[src/sv/rtttl_note_parser_assert.svh]
// ----------------------------------------------------------------------------
// rtttl note parser assertion macros
// shared property forms for the note parser blocks
// ----------------------------------------------------------------------------
`ifndef RTTTL_NOTE_PARSER_ASSERT_SVH
`define RTTTL_NOTE_PARSER_ASSERT_SVH

// same-cycle implication
`define RTTTL_ASSERT_IMP(lbl, ante, cons) \
   lbl: assert property (@(posedge clock) disable iff (reset) (ante) |-> (cons)) \
      else $error("rtttl: same-cycle check failed");

// next-cycle implication
`define RTTTL_ASSERT_NEXT(lbl, ante, cons) \
   lbl: assert property (@(posedge clock) disable iff (reset) (ante) |=> (cons)) \
      else $error("rtttl: next-cycle check failed");

`endif

[src/sv/rtttl_pkg.sv]
// ----------------------------------------------------------------------------
// rtttl_pkg
// types, character codes and the semitone table of the note parser
// ----------------------------------------------------------------------------
`default_nettype none

package rtttl_pkg;

   // field widths
   localparam int TEMPO_W  = 10;
   localparam int DEN_W    = 8;
   localparam int OCT_W    = 4;
   localparam int FREQ_W   = 12;
   localparam int PERIOD_W = 17;
   localparam int TICKS_W  = 32;
   localparam int COUNT_W  = 16;
   localparam int DIV_W    = 19;   // tempo x denominator x 2
   localparam int CSR_IDX_W = 2;

   // register indexes
   localparam logic [CSR_IDX_W-1:0] CSR_TEMPO = 2'd0;
   localparam logic [CSR_IDX_W-1:0] CSR_SKIP  = 2'd1;

   // character codes
   localparam logic [7:0] CH_NUL   = 8'h00;
   localparam logic [7:0] CH_SHARP = 8'h23;
   localparam logic [7:0] CH_COMMA = 8'h2c;
   localparam logic [7:0] CH_DOT   = 8'h2e;
   localparam logic [7:0] CH_ZERO  = 8'h30;
   localparam logic [7:0] CH_NINE  = 8'h39;
   localparam logic [7:0] CH_COLON = 8'h3a;
   localparam logic [7:0] CH_A     = 8'h61;
   localparam logic [7:0] CH_B     = 8'h62;
   localparam logic [7:0] CH_C     = 8'h63;
   localparam logic [7:0] CH_D     = 8'h64;
   localparam logic [7:0] CH_E     = 8'h65;
   localparam logic [7:0] CH_F     = 8'h66;
   localparam logic [7:0] CH_G     = 8'h67;

   typedef enum logic [1:0] {
      PH_HEADER,
      PH_DIGITS,
      PH_SHARP,
      PH_TAIL
   } parse_phase_type;

   typedef enum logic [2:0] {
      ST_IDLE,
      ST_TONE,
      ST_TONE_WAIT,
      ST_DUR_WAIT,
      ST_LOAD
   } fsm_state_type;

   // divider status
   typedef struct packed {
      logic busy;
      logic done;
   } div_stat_type;

   // semitone frequencies in hz, octaves 2..7, c..b
   localparam int unsigned FREQ_TAB [6][12] = '{
      '{65, 69, 73, 78, 82, 87, 93, 98, 104, 110, 117, 123},
      '{131, 139, 147, 156, 165, 175, 185, 196, 208, 220, 233, 247},
      '{262, 277, 294, 311, 330, 349, 370, 392, 415, 440, 466, 494},
      '{523, 554, 587, 622, 659, 698, 740, 784, 831, 880, 932, 988},
      '{1047, 1109, 1175, 1245, 1319, 1397, 1480, 1568, 1661, 1760, 1865, 1976},
      '{2093, 2217, 2349, 2489, 2637, 2794, 2960, 3136, 3322, 3520, 3729, 3951}
   };

   // pitch lookup, zero for a rest, unknown letter or octave out of range
   function automatic logic [FREQ_W-1:0] pitch_hz(input logic [7:0] letter,
                                                  input logic sharp,
                                                  input logic [OCT_W-1:0] oct);
      logic [3:0] semi;
      logic [4:0] o;
      logic ok;
      logic [FREQ_W-1:0] f;
      semi = 4'd0;
      o = {1'b0, oct};
      ok = 1'b1;
      f = '0;
      case (letter)
         CH_C: semi = 4'd0;
         CH_D: semi = 4'd2;
         CH_E: semi = 4'd4;
         CH_F: semi = 4'd5;
         CH_G: semi = 4'd7;
         CH_A: semi = 4'd9;
         CH_B: semi = 4'd11;
         default: ok = 1'b0;
      endcase
      // b sharp wraps to c of the next octave
      if (sharp) begin
         if (semi == 4'd11) begin
            semi = 4'd0;
            o = o + 5'd1;
         end else begin
            semi = semi + 4'd1;
         end
      end
      if (ok && o >= 5'd2 && o <= 5'd7) begin
         f = FREQ_W'(FREQ_TAB[3'(o - 5'd2)][semi]);
      end
      return f;
   endfunction

endpackage

`default_nettype wire

[src/sv/rtttl_div.sv]
// ----------------------------------------------------------------------------
// rtttl_div
// restoring divider, one quotient bit per cycle
// ----------------------------------------------------------------------------
`default_nettype none

module rtttl_div #(
   parameter int NW = 39,
   parameter int DW = 19
) (
   input  wire logic                     clock,
   input  wire logic                     reset,
   input  wire logic                     start,
   input  wire logic [NW-1:0]            num,
   input  wire logic [DW-1:0]            den,
   output logic [NW-1:0]                 quo,
   output rtttl_pkg::div_stat_type       stat
);

   localparam int CW = $clog2(NW + 1);

   logic [CW-1:0] cnt_ff;
   logic          done_ff;
   logic [NW-1:0] quo_ff;
   logic [DW-1:0] rem_ff;
   logic [DW-1:0] den_ff;

   logic [DW:0]   trial;
   logic [DW:0]   diff;
   logic          fits;
   logic [DW-1:0] rem_in;

   // trial subtract of the shifted remainder
   assign trial  = {rem_ff, quo_ff[NW-1]};
   assign diff   = trial - {1'b0, den_ff};
   assign fits   = trial >= {1'b0, den_ff};
   assign rem_in = fits ? diff[DW-1:0] : trial[DW-1:0];

   // step counter and done pulse
   always_ff @(posedge clock) begin
      if (reset) begin
         cnt_ff  <= '0;
         done_ff <= 1'b0;
      end else if (start) begin
         cnt_ff  <= CW'(NW);
         done_ff <= 1'b0;
      end else if (cnt_ff != '0) begin
         cnt_ff  <= cnt_ff - CW'(1);
         done_ff <= (cnt_ff == CW'(1));
      end else begin
         done_ff <= 1'b0;
      end
   end

   // quotient and remainder shift
   always_ff @(posedge clock) begin
      if (start) begin
         quo_ff <= num;
         rem_ff <= '0;
         den_ff <= den;
      end else if (cnt_ff != '0) begin
         quo_ff <= {quo_ff[NW-2:0], fits};
         rem_ff <= rem_in;
      end
   end

   assign quo       = quo_ff;
   assign stat.busy = (cnt_ff != '0);
   assign stat.done = done_ff;

endmodule

`default_nettype wire

[src/sv/rtttl_note_parser.sv]
// Flow: a byte that closes no note is simply taken; a closing byte starts
// two passes of the shared one-bit-per-cycle divider, tone then length,
// before its word is loaded at the output.
// Throughput: one byte per cycle between notes; no byte is taken while a note
// is in work, and a word still held at the output stalls the input further.
// Reset: synchronous; tempo 120, header skip on, header phase, count zero.
// ----------------------------------------------------------------------------
// rtttl_note_parser
// streaming ringtone text parser giving tone period and note length
// ----------------------------------------------------------------------------
`default_nettype none
`include "rtttl_note_parser_assert.svh"

module rtttl_note_parser #(
   parameter int TIMER_HZ      = 100000000,
   parameter int TONE_CLOCK_HZ = 6250000
) (
   input  wire logic                                clock,
   input  wire logic                                reset,
   // text input
   input  wire logic                                req_valid,
   output logic                                     req_ready,
   input  wire logic [7:0]                          req_text_byte,
   input  wire logic                                req_last_byte,
   // note output
   output logic                                     rsp_valid,
   input  wire logic                                rsp_ready,
   output logic [rtttl_pkg::PERIOD_W-1:0]           rsp_tone_period,
   output logic [rtttl_pkg::TICKS_W-1:0]            rsp_duration_ticks,
   output logic                                     rsp_is_rest,
   output logic [rtttl_pkg::COUNT_W-1:0]            rsp_note_number,
   output logic                                     rsp_piece_end,
   // register writes
   input  wire logic                                csr_valid,
   output logic                                     csr_ready,
   input  wire logic [rtttl_pkg::CSR_IDX_W-1:0]     csr_index,
   input  wire logic [rtttl_pkg::TEMPO_W-1:0]       csr_wdata
);

   localparam logic [63:0] DUR_NUM1 = 64'(TIMER_HZ) * 64'd240;
   localparam logic [63:0] DUR_NUM3 = DUR_NUM1 * 64'd3;
   localparam int DUR_BITS  = $clog2(DUR_NUM3 + 64'd1);
   localparam int TONE_BITS = $clog2(64'(TONE_CLOCK_HZ) + 64'd2048);
   localparam int NUM_W     = (DUR_BITS > TONE_BITS) ? DUR_BITS : TONE_BITS;

   localparam int DEN_W  = rtttl_pkg::DEN_W;
   localparam int OCT_W  = rtttl_pkg::OCT_W;
   localparam int CNT_W  = rtttl_pkg::COUNT_W;
   localparam int DIV_W  = rtttl_pkg::DIV_W;
   localparam int FREQ_W = rtttl_pkg::FREQ_W;
   localparam int TEMPO_W = rtttl_pkg::TEMPO_W;

   // configuration
   logic [TEMPO_W-1:0] tempo_ff;
   logic               skip_ff;

   // parser state
   rtttl_pkg::parse_phase_type phase_ff, phase_in, ph_work;
   logic [1:0]        colons_ff, colons_in;
   logic [DEN_W-1:0]  den_ff, den_in, pd_den;
   logic [7:0]        letter_ff, letter_in, pd_letter;
   logic              sharp_ff, sharp_in, pd_sharp;
   logic              dot_ff, dot_in, pd_dot;
   logic [OCT_W-1:0]  oct_ff, oct_in, pd_oct;
   logic [CNT_W-1:0]  count_ff, count_in;
   logic              ended, emit, do_tail, is_digit;
   logic [11:0]       dsum;

   // note under work
   logic [DEN_W-1:0]  w_den_ff;
   logic [7:0]        w_letter_ff;
   logic              w_sharp_ff, w_dot_ff;
   logic [OCT_W-1:0]  w_oct_ff;
   logic [CNT_W-1:0]  w_num_ff;
   logic              w_end_ff;

   // sequencer
   rtttl_pkg::fsm_state_type state_ff, state_in;
   logic                         div_start;
   logic [NUM_W-1:0]             div_num;
   logic [DIV_W-1:0]             div_den;
   logic [NUM_W-1:0]             div_quo;
   rtttl_pkg::div_stat_type      div_stat;
   logic                         cap_period, load_out;
   logic                         div_wait;

   // arithmetic operands
   logic [FREQ_W-1:0]  freq;
   logic [NUM_W-1:0]   tone_num, dur_num;
   logic [DEN_W-1:0]   den_eff;
   logic [17:0]        beat_prod;
   logic [DIV_W-1:0]   dur_div;
   logic [63:0]        quo_wide;
   logic [rtttl_pkg::PERIOD_W-1:0] period_ff, period_sat;
   logic [rtttl_pkg::TICKS_W-1:0]  ticks_sat;

   // output word
   logic                               rsp_valid_ff;
   logic [rtttl_pkg::PERIOD_W-1:0]     rsp_period_ff;
   logic [rtttl_pkg::TICKS_W-1:0]      rsp_ticks_ff;
   logic                               rsp_rest_ff;
   logic [CNT_W-1:0]                   rsp_num_ff;
   logic                               rsp_end_ff;

   // configuration writes
   assign csr_ready = 1'b1;

   always_ff @(posedge clock) begin
      if (reset) begin
         tempo_ff <= TEMPO_W'(120);
         skip_ff  <= 1'b1;
      end else if (csr_valid) begin
         case (csr_index)
            rtttl_pkg::CSR_TEMPO: tempo_ff <= csr_wdata;
            rtttl_pkg::CSR_SKIP:  skip_ff  <= csr_wdata[0];
            default: ;
         endcase
      end
   end

   // byte classification
   assign ended    = (req_text_byte == rtttl_pkg::CH_NUL) || req_last_byte;
   assign is_digit = (req_text_byte >= rtttl_pkg::CH_ZERO) &&
                     (req_text_byte <= rtttl_pkg::CH_NINE);
   assign dsum     = 12'(den_ff) * 12'd10 + 12'(req_text_byte[3:0]);

   // byte parser, next state of the note fields
   always_comb begin
      ph_work   = phase_ff;
      phase_in  = phase_ff;
      colons_in = colons_ff;
      count_in  = count_ff;
      pd_den    = den_ff;
      pd_letter = letter_ff;
      pd_sharp  = sharp_ff;
      pd_dot    = dot_ff;
      pd_oct    = oct_ff;
      emit      = 1'b0;
      do_tail   = 1'b0;
      if (phase_ff == rtttl_pkg::PH_HEADER && skip_ff) begin
         // header skip up to the second colon
         if (ended) begin
            colons_in = 2'd0;
            count_in  = '0;
         end else if (req_text_byte == rtttl_pkg::CH_COLON) begin
            colons_in = colons_ff + 2'd1;
            if (colons_in >= 2'd2) begin
               phase_in = rtttl_pkg::PH_DIGITS;
            end
         end
      end else begin
         ph_work  = (phase_ff == rtttl_pkg::PH_HEADER) ? rtttl_pkg::PH_DIGITS : phase_ff;
         phase_in = ph_work;
         if (req_text_byte != rtttl_pkg::CH_NUL) begin
            case (ph_work)
               rtttl_pkg::PH_DIGITS: begin
                  if (is_digit) begin
                     pd_den = (dsum > 12'd255) ? 8'hff : dsum[7:0];
                  end else begin
                     pd_letter = req_text_byte;
                     phase_in  = rtttl_pkg::PH_SHARP;
                  end
               end
               rtttl_pkg::PH_SHARP: begin
                  phase_in = rtttl_pkg::PH_TAIL;
                  if (req_text_byte == rtttl_pkg::CH_SHARP) begin
                     pd_sharp = 1'b1;
                  end else begin
                     do_tail = 1'b1;
                  end
               end
               default: do_tail = 1'b1;
            endcase
         end
         // bytes after the letter: comma, dot, octave digit
         if (do_tail) begin
            if (req_text_byte == rtttl_pkg::CH_COMMA) begin
               emit = 1'b1;
            end else if (req_text_byte == rtttl_pkg::CH_DOT) begin
               pd_dot = 1'b1;
            end else if (is_digit) begin
               pd_oct = req_text_byte[3:0];
            end
         end
         if (ended && phase_in != rtttl_pkg::PH_DIGITS) begin
            emit = 1'b1;
         end
         if (emit) begin
            count_in = count_ff + CNT_W'(1);
            phase_in = rtttl_pkg::PH_DIGITS;
         end
         // end of piece restarts the parser
         if (ended) begin
            phase_in  = rtttl_pkg::PH_HEADER;
            colons_in = 2'd0;
            count_in  = '0;
         end
      end
      if (emit || ended) begin
         den_in    = '0;
         letter_in = 8'h00;
         sharp_in  = 1'b0;
         dot_in    = 1'b0;
         oct_in    = OCT_W'(4);
         if (ended && !emit && phase_ff == rtttl_pkg::PH_HEADER && skip_ff) begin
            phase_in = rtttl_pkg::PH_HEADER;
         end
      end else begin
         den_in    = pd_den;
         letter_in = pd_letter;
         sharp_in  = pd_sharp;
         dot_in    = pd_dot;
         oct_in    = pd_oct;
      end
   end

   // parser registers
   always_ff @(posedge clock) begin
      if (reset) begin
         phase_ff  <= rtttl_pkg::PH_HEADER;
         colons_ff <= 2'd0;
         den_ff    <= '0;
         letter_ff <= 8'h00;
         sharp_ff  <= 1'b0;
         dot_ff    <= 1'b0;
         oct_ff    <= OCT_W'(4);
         count_ff  <= '0;
      end else if (req_valid && req_ready) begin
         phase_ff  <= phase_in;
         colons_ff <= colons_in;
         den_ff    <= den_in;
         letter_ff <= letter_in;
         sharp_ff  <= sharp_in;
         dot_ff    <= dot_in;
         oct_ff    <= oct_in;
         count_ff  <= count_in;
      end
   end

   // capture the note that is emitted
   always_ff @(posedge clock) begin
      if (req_valid && req_ready && emit) begin
         w_den_ff    <= pd_den;
         w_letter_ff <= pd_letter;
         w_sharp_ff  <= pd_sharp;
         w_dot_ff    <= pd_dot;
         w_oct_ff    <= pd_oct;
         w_num_ff    <= count_ff;
         w_end_ff    <= ended;
      end
   end

   // divider operands
   assign freq      = rtttl_pkg::pitch_hz(w_letter_ff, w_sharp_ff, w_oct_ff);
   assign tone_num  = NUM_W'(TONE_CLOCK_HZ) + NUM_W'(freq >> 1);
   assign den_eff   = (w_den_ff == '0) ? DEN_W'(4) : w_den_ff;
   assign beat_prod = 18'(tempo_ff) * 18'(den_eff);
   assign dur_div   = w_dot_ff ? {beat_prod, 1'b0} : {1'b0, beat_prod};
   assign dur_num   = w_dot_ff ? NUM_W'(DUR_NUM3) : NUM_W'(DUR_NUM1);
   assign quo_wide  = 64'(div_quo);

   // saturation of the two quotients
   assign period_sat = (freq == '0) ? '0 :
                       (quo_wide > 64'd131071) ? '1 : quo_wide[rtttl_pkg::PERIOD_W-1:0];
   assign ticks_sat  = (dur_div == '0) ? '1 :
                       (quo_wide > 64'hffff_ffff) ? '1 : quo_wide[rtttl_pkg::TICKS_W-1:0];

   rtttl_div #(
      .NW(NUM_W),
      .DW(DIV_W)
   ) u_div (
      .clock(clock),
      .reset(reset),
      .start(div_start),
      .num(div_num),
      .den(div_den),
      .quo(div_quo),
      .stat(div_stat)
   );

   // sequencer state register
   always_ff @(posedge clock) begin
      if (reset) begin
         state_ff <= rtttl_pkg::ST_IDLE;
      end else begin
         state_ff <= state_in;
      end
   end

   // sequencer: tone division, then length division, then output load
   always_comb begin
      state_in   = state_ff;
      div_start  = 1'b0;
      div_num    = '0;
      div_den    = '0;
      cap_period = 1'b0;
      load_out   = 1'b0;
      case (state_ff)
         rtttl_pkg::ST_IDLE: begin
            if (req_valid && emit) begin
               state_in = rtttl_pkg::ST_TONE;
            end
         end
         rtttl_pkg::ST_TONE: begin
            div_start = 1'b1;
            div_num   = tone_num;
            div_den   = DIV_W'(freq);
            state_in  = rtttl_pkg::ST_TONE_WAIT;
         end
         rtttl_pkg::ST_TONE_WAIT: begin
            if (div_stat.done) begin
               cap_period = 1'b1;
               div_start  = 1'b1;
               div_num    = dur_num;
               div_den    = dur_div;
               state_in   = rtttl_pkg::ST_DUR_WAIT;
            end
         end
         rtttl_pkg::ST_DUR_WAIT: begin
            if (div_stat.done) begin
               state_in = rtttl_pkg::ST_LOAD;
            end
         end
         rtttl_pkg::ST_LOAD: begin
            if (!rsp_valid_ff || rsp_ready) begin
               load_out = 1'b1;
               state_in = rtttl_pkg::ST_IDLE;
            end
         end
         default: state_in = rtttl_pkg::ST_IDLE;
      endcase
   end

   assign req_ready = (state_ff == rtttl_pkg::ST_IDLE);

   // waiting on either division
   assign div_wait = (state_ff == rtttl_pkg::ST_TONE_WAIT) ||
                     (state_ff == rtttl_pkg::ST_DUR_WAIT);

   // period holding register
   always_ff @(posedge clock) begin
      if (cap_period) begin
         period_ff <= period_sat;
      end
   end

   // output word register
   always_ff @(posedge clock) begin
      if (reset) begin
         rsp_valid_ff <= 1'b0;
      end else if (load_out) begin
         rsp_valid_ff <= 1'b1;
      end else if (rsp_ready) begin
         rsp_valid_ff <= 1'b0;
      end
   end

   always_ff @(posedge clock) begin
      if (load_out) begin
         rsp_period_ff <= period_ff;
         rsp_ticks_ff  <= ticks_sat;
         rsp_rest_ff   <= (freq == '0);
         rsp_num_ff    <= w_num_ff;
         rsp_end_ff    <= w_end_ff;
      end
   end

   assign rsp_valid          = rsp_valid_ff;
   assign rsp_tone_period    = rsp_period_ff;
   assign rsp_duration_ticks = rsp_ticks_ff;
   assign rsp_is_rest        = rsp_rest_ff;
   assign rsp_note_number    = rsp_num_ff;
   assign rsp_piece_end      = rsp_end_ff;

   // checks
   `RTTTL_ASSERT_NEXT(a_emit_starts_tone, req_valid && req_ready && emit, state_ff == rtttl_pkg::ST_TONE)
   `RTTTL_ASSERT_IMP(a_div_free_at_start, div_start, !div_stat.busy)
   `RTTTL_ASSERT_IMP(a_done_while_waiting, div_stat.done, div_wait)
   `RTTTL_ASSERT_NEXT(a_load_shows_word, load_out, rsp_valid_ff && state_ff == rtttl_pkg::ST_IDLE)

endmodule

`default_nettype wire

[config.mk]
export PLATFORM = sky130hd
export DESIGN_NAME = rtttl_note_parser
export DESIGN_NICKNAME = d
export VERILOG_FILES = /design/src/sv/rtttl_pkg.sv /design/src/sv/rtttl_div.sv /design/src/sv/rtttl_note_parser.sv
export VERILOG_INCLUDE_DIRS = /design/src /design/src/sv
export SDC_FILE = /design/constraint.sdc
export NUM_CORES = 1
export LEC_CHECK = 0
export BUFFER_PORTS_ARGS = -buffer_cell sky130_fd_sc_hd__buf_4
export CORE_MARGIN = 4
export CORE_UTILIZATION = 49
export DETAILED_ROUTE_END_ITERATION = 16
export PLACE_DENSITY_LB_ADDON = 0.3
export SLEW_MARGIN = 20
export SYNTH_ARGS = -nofsm -noshare
export SYNTH_HDL_FRONTEND = slang
export SYNTH_SLANG_ARGS = --single-unit
[constraint.sdc]
create_clock -name clock -period 8.4 [get_ports clock]
set_input_delay 0.42 -clock clock [delete_from_list [all_inputs] [get_ports clock]]
set_output_delay 0.42 -clock clock [all_outputs]
set_load 0.02 [all_outputs]
==> impl_metrics.toml <==
[run_status]
outcome = "completed"

[timing]
hold_violations = 0
slew_violations = 0
fin_hold_ws_ns = 0.0524
finClkSkew_ns = 0.0308
timing.fmax_mhz = 143
setup_viol = 0
slew_headroom = 0.318
rsz0062_at_grt = "false"
tightest_slew_ns = 1.02
setup-tns-final_ns = 0
min_period_ns = 7.01
fin_crit_sh = 0.834

[critical_path]
required_ns = 8.69
cpMaxStageDelayCell = "edfxtp_1"
crit_fanout = 19
worstPathArrival_ns = 7.30
slowest_delay_ns = 0.63
worstSetupEndpointType = "flip-flop"
crit_type = "reg -> reg"
startpoint = "w_letter_ff[2]$_DFFE_PP_"
timing.rr.start = "w_letter_ff[2]$_DFFE_PP_"
crit_chain = "nand2b_1, xnor2_1, nand2_1, inv_1, ha_1, nand3b_1, nor4_4, mux2_2, ha_1, inv_1, nand2_1, mux2i_1, a21oi_1, o22ai_1, nor4b_1, nor4b_2, ha_1, inv_1, nor3_1, xor2_1, o21ai_0"
cp-start-kind = "flip-flop"

[place]
port_buffers = 94
dp_hpwl_um = 27700
gp_congestion = 0.982

[worst_hold_path]
worstHoldPathType = "in -> reg"
hp-start = "csr_wdata[5]"

[yosys]
synth_seq_cells = 262
ys_types = 87
syn_area_mm2 = 0.0164
netlist_instances = 1662
syn_avg_cell_area_um2 = 9.90
synth.yosys.seq_area_share = 0.428
syn_nets = 1832
async_flop_share = 0
synthFlopType = "edfxtp_1"
yosys_warnings = 0
synth-edff-count = 179

[floorplanning]
initial_utilization = 0.502
die_h_um = 191
io_pins = 96
die_w_um = 191
row_count = 66
core_mm2 = 0.0328
dieArea_mm2 = 0.0366

[grt]
grt_max_degree = 54
grt.overflow.total = 0
grt_pass1_vias = 11934
antenna_found_initial = 0
gr-usage-all-layers = 0.204
grt_pass1_wl_um = 62000

[cts]
cts_tree = "done"
clk_path_buf_depth = 3
cts_sinks = 262
cts_buffers = 29
clk_latency_ns = 0.57
postCtsSetupRepairBufs = 0
cts_resized = 0
root_buffer = "clkbuf_16"
cts_max_level = 1
cts_hold_buffers = 0
clkSlewWorstSetupHoldPaths_ns = 0.06

[cells_and_area]
diodes = 0
ff_latch_area_mm2 = 0.00704
area_delta_synth_final_pct = 12.8
fillers = 2906
multi_input_area_mm2 = 0.00873
drive_gt1_frac = 0.116
nets = 1894

[job]
drv_cap = 0

[power]
leakagePower_nw = 7.46
ir_drop_mv = 0.172
power_density_mw_per_mm2 = 221

[route]
drt_wl_total_um = 38200
dr.pass1.iters = 7
drt-initial-drc-count = 971
drcViolationCount = 0
ant_nets = 0
vias_per_cell = 5.72
wire_per_inst_um = 17.5
num_vias = 12531
## per-layer routing
metal | routed length, um | vias up | track usage | share of wire
met4 | 821 | 0 | 0.0530 | 0.021
met3 | 2270 | 63 | 0.0278 | 0.059
met1 | 17200 | 5976 | 0.285 | 0.45
met2 | 18000 | 376 | 0.338 | 0.47
met5 | 0 | - | 0 | 0
li1 | - | 6116 | - | -
## cell usage in the layout, fill, tap and decap left out, drive strengths merged, types with 13 or more instances in the layout
master  synthesis  layout
dfxtp          83      83
o21a           25      25
nor2          135     135
mux2           13      13
xor2           28      28
a21oi          82      82
a22oi          20      20
inv           111     114
nor3           42      42
xnor2          32      32
nor2b          26      26
nor4           15      15
buf            14     109
nand3          35      35
and2           59      59
ha             93      93
mux2i          28      28
nand2b         54      54
clkbuf         64      37
and3           17      17
a31oi          24      24
fa             51      51
o21ai          75      75
a211oi         24      24
edfxtp        179     179
a21o           23      23
nand2         142     142
## flip-flops by register name (all words and copies together) (netlist names), 10 cells and up
register and count:
u_div.quo 37, rsp_tone_period 17, count_ff 16, rsp_note_number 16
tempo_ff 10, rsp_duration_ticks 32, period_ff 17, u_div.den_ff 19
w_num_ff 16, u_div.rem_ff 19
## report_power, final
group | total [mW] | switching, mW | internal [mW]
Sequential | 1.75 | 0.142 | 1.61
Combinational | 1.05 | 0.594 | 0.452
Clock | 1.29 | 0.529 | 0.765
Total | 4.09 | 1.26 | 2.83
## through the flow
stage / total power [mW] / util / worst slack [ns] / std cells / instance area (um2)
final: 4.09 / 0.566 / 1.39 / 2189 / 18600
after CTS: 4.12 / 0.565 / 1.53 / 2189 / 18500
after global routing: 4.33 / 0.566 / 0.874 / 2189 / 18600
after floorplan: 2.55 / - / 2.56 / 1662 / 16400
after detailed placement: 2.82 / 0.535 / 1.54 / 2135 / 17500
after global placement: 2.79 / 0.535 / 1.73 / 2135 / 17500
## synthesized netlist by cell type (31+ instances only)
cell | instances | area, um2
a21oi_1 | 82 | 410
and2_1 | 59 | 369
clkbuf_1 | 64 | 240
dfxtp_1 | 83 | 1660
edfxtp_1 | 179 | 5380
fa_1 | 51 | 1020
ha_1 | 93 | 1160
inv_1 | 110 | 413
nand2_1 | 142 | 533
nand2b_1 | 54 | 338
nand3_1 | 34 | 170
nor2_1 | 132 | 495
nor3_1 | 42 | 210
o21ai_0 | 72 | 360
xnor2_1 | 31 | 272
## cell type report
cell class	instances	area share
Sequential cell	262	0.379
Tap cell	442	0.0298
Multi-Input combinational cell	1211	0.471
Timing Repair Buffer	109	0.0441
Clock inverter	17	0.00890
Inverter	111	0.0225
Clock buffer	37	0.0447
## final timing paths
check             cells past startpoint  slack, ns                            end
hold / removal                        2       0.05       tempo_ff[5]$_SDFFE_PP1P_
setup / recovery                     21       1.39         u_div.quo[8]$_DFFE_PP_
setup reg to reg                     21       1.39         u_div.quo[8]$_DFFE_PP_
hold reg to reg                       0       0.42  rsp_note_number[11]$_DFFE_PP_
## worst max-delay path, delay by kind of cell (launching register included)
kind | cells | cell delay, ns
compound gates | 3 | 0.36
xor+xnor | 2 | 0.77
fa+ha+maj | 3 | 0.95
buf+inv | 3 | 0.72
flops | 1 | 0.63
mux | 2 | 1.12
simple gates | 8 | 2.19
## cell families (layout without fill, tap and decap cells)
| group | count (synthesis) | count (layout) | synth area share |
|---|---|---|---|
| and+or+nand+nor | 580 | 580 | 0.179 |
| muxes | 41 | 41 | 0.0259 |
| buffers and inverters | 189 | 274 | 0.0447 |
| adders and majority gates | 144 | 144 | 0.133 |
| DFF | 262 | 262 | 0.428 |
| other | 1 | 1 | 0.000228 |
| AOI/OAI and AO/OA | 385 | 385 | 0.157 |
| xor gates and xnor gates | 60 | 60 | 0.0324 |
Note: power is estimated with default switching activity, not from simulation.
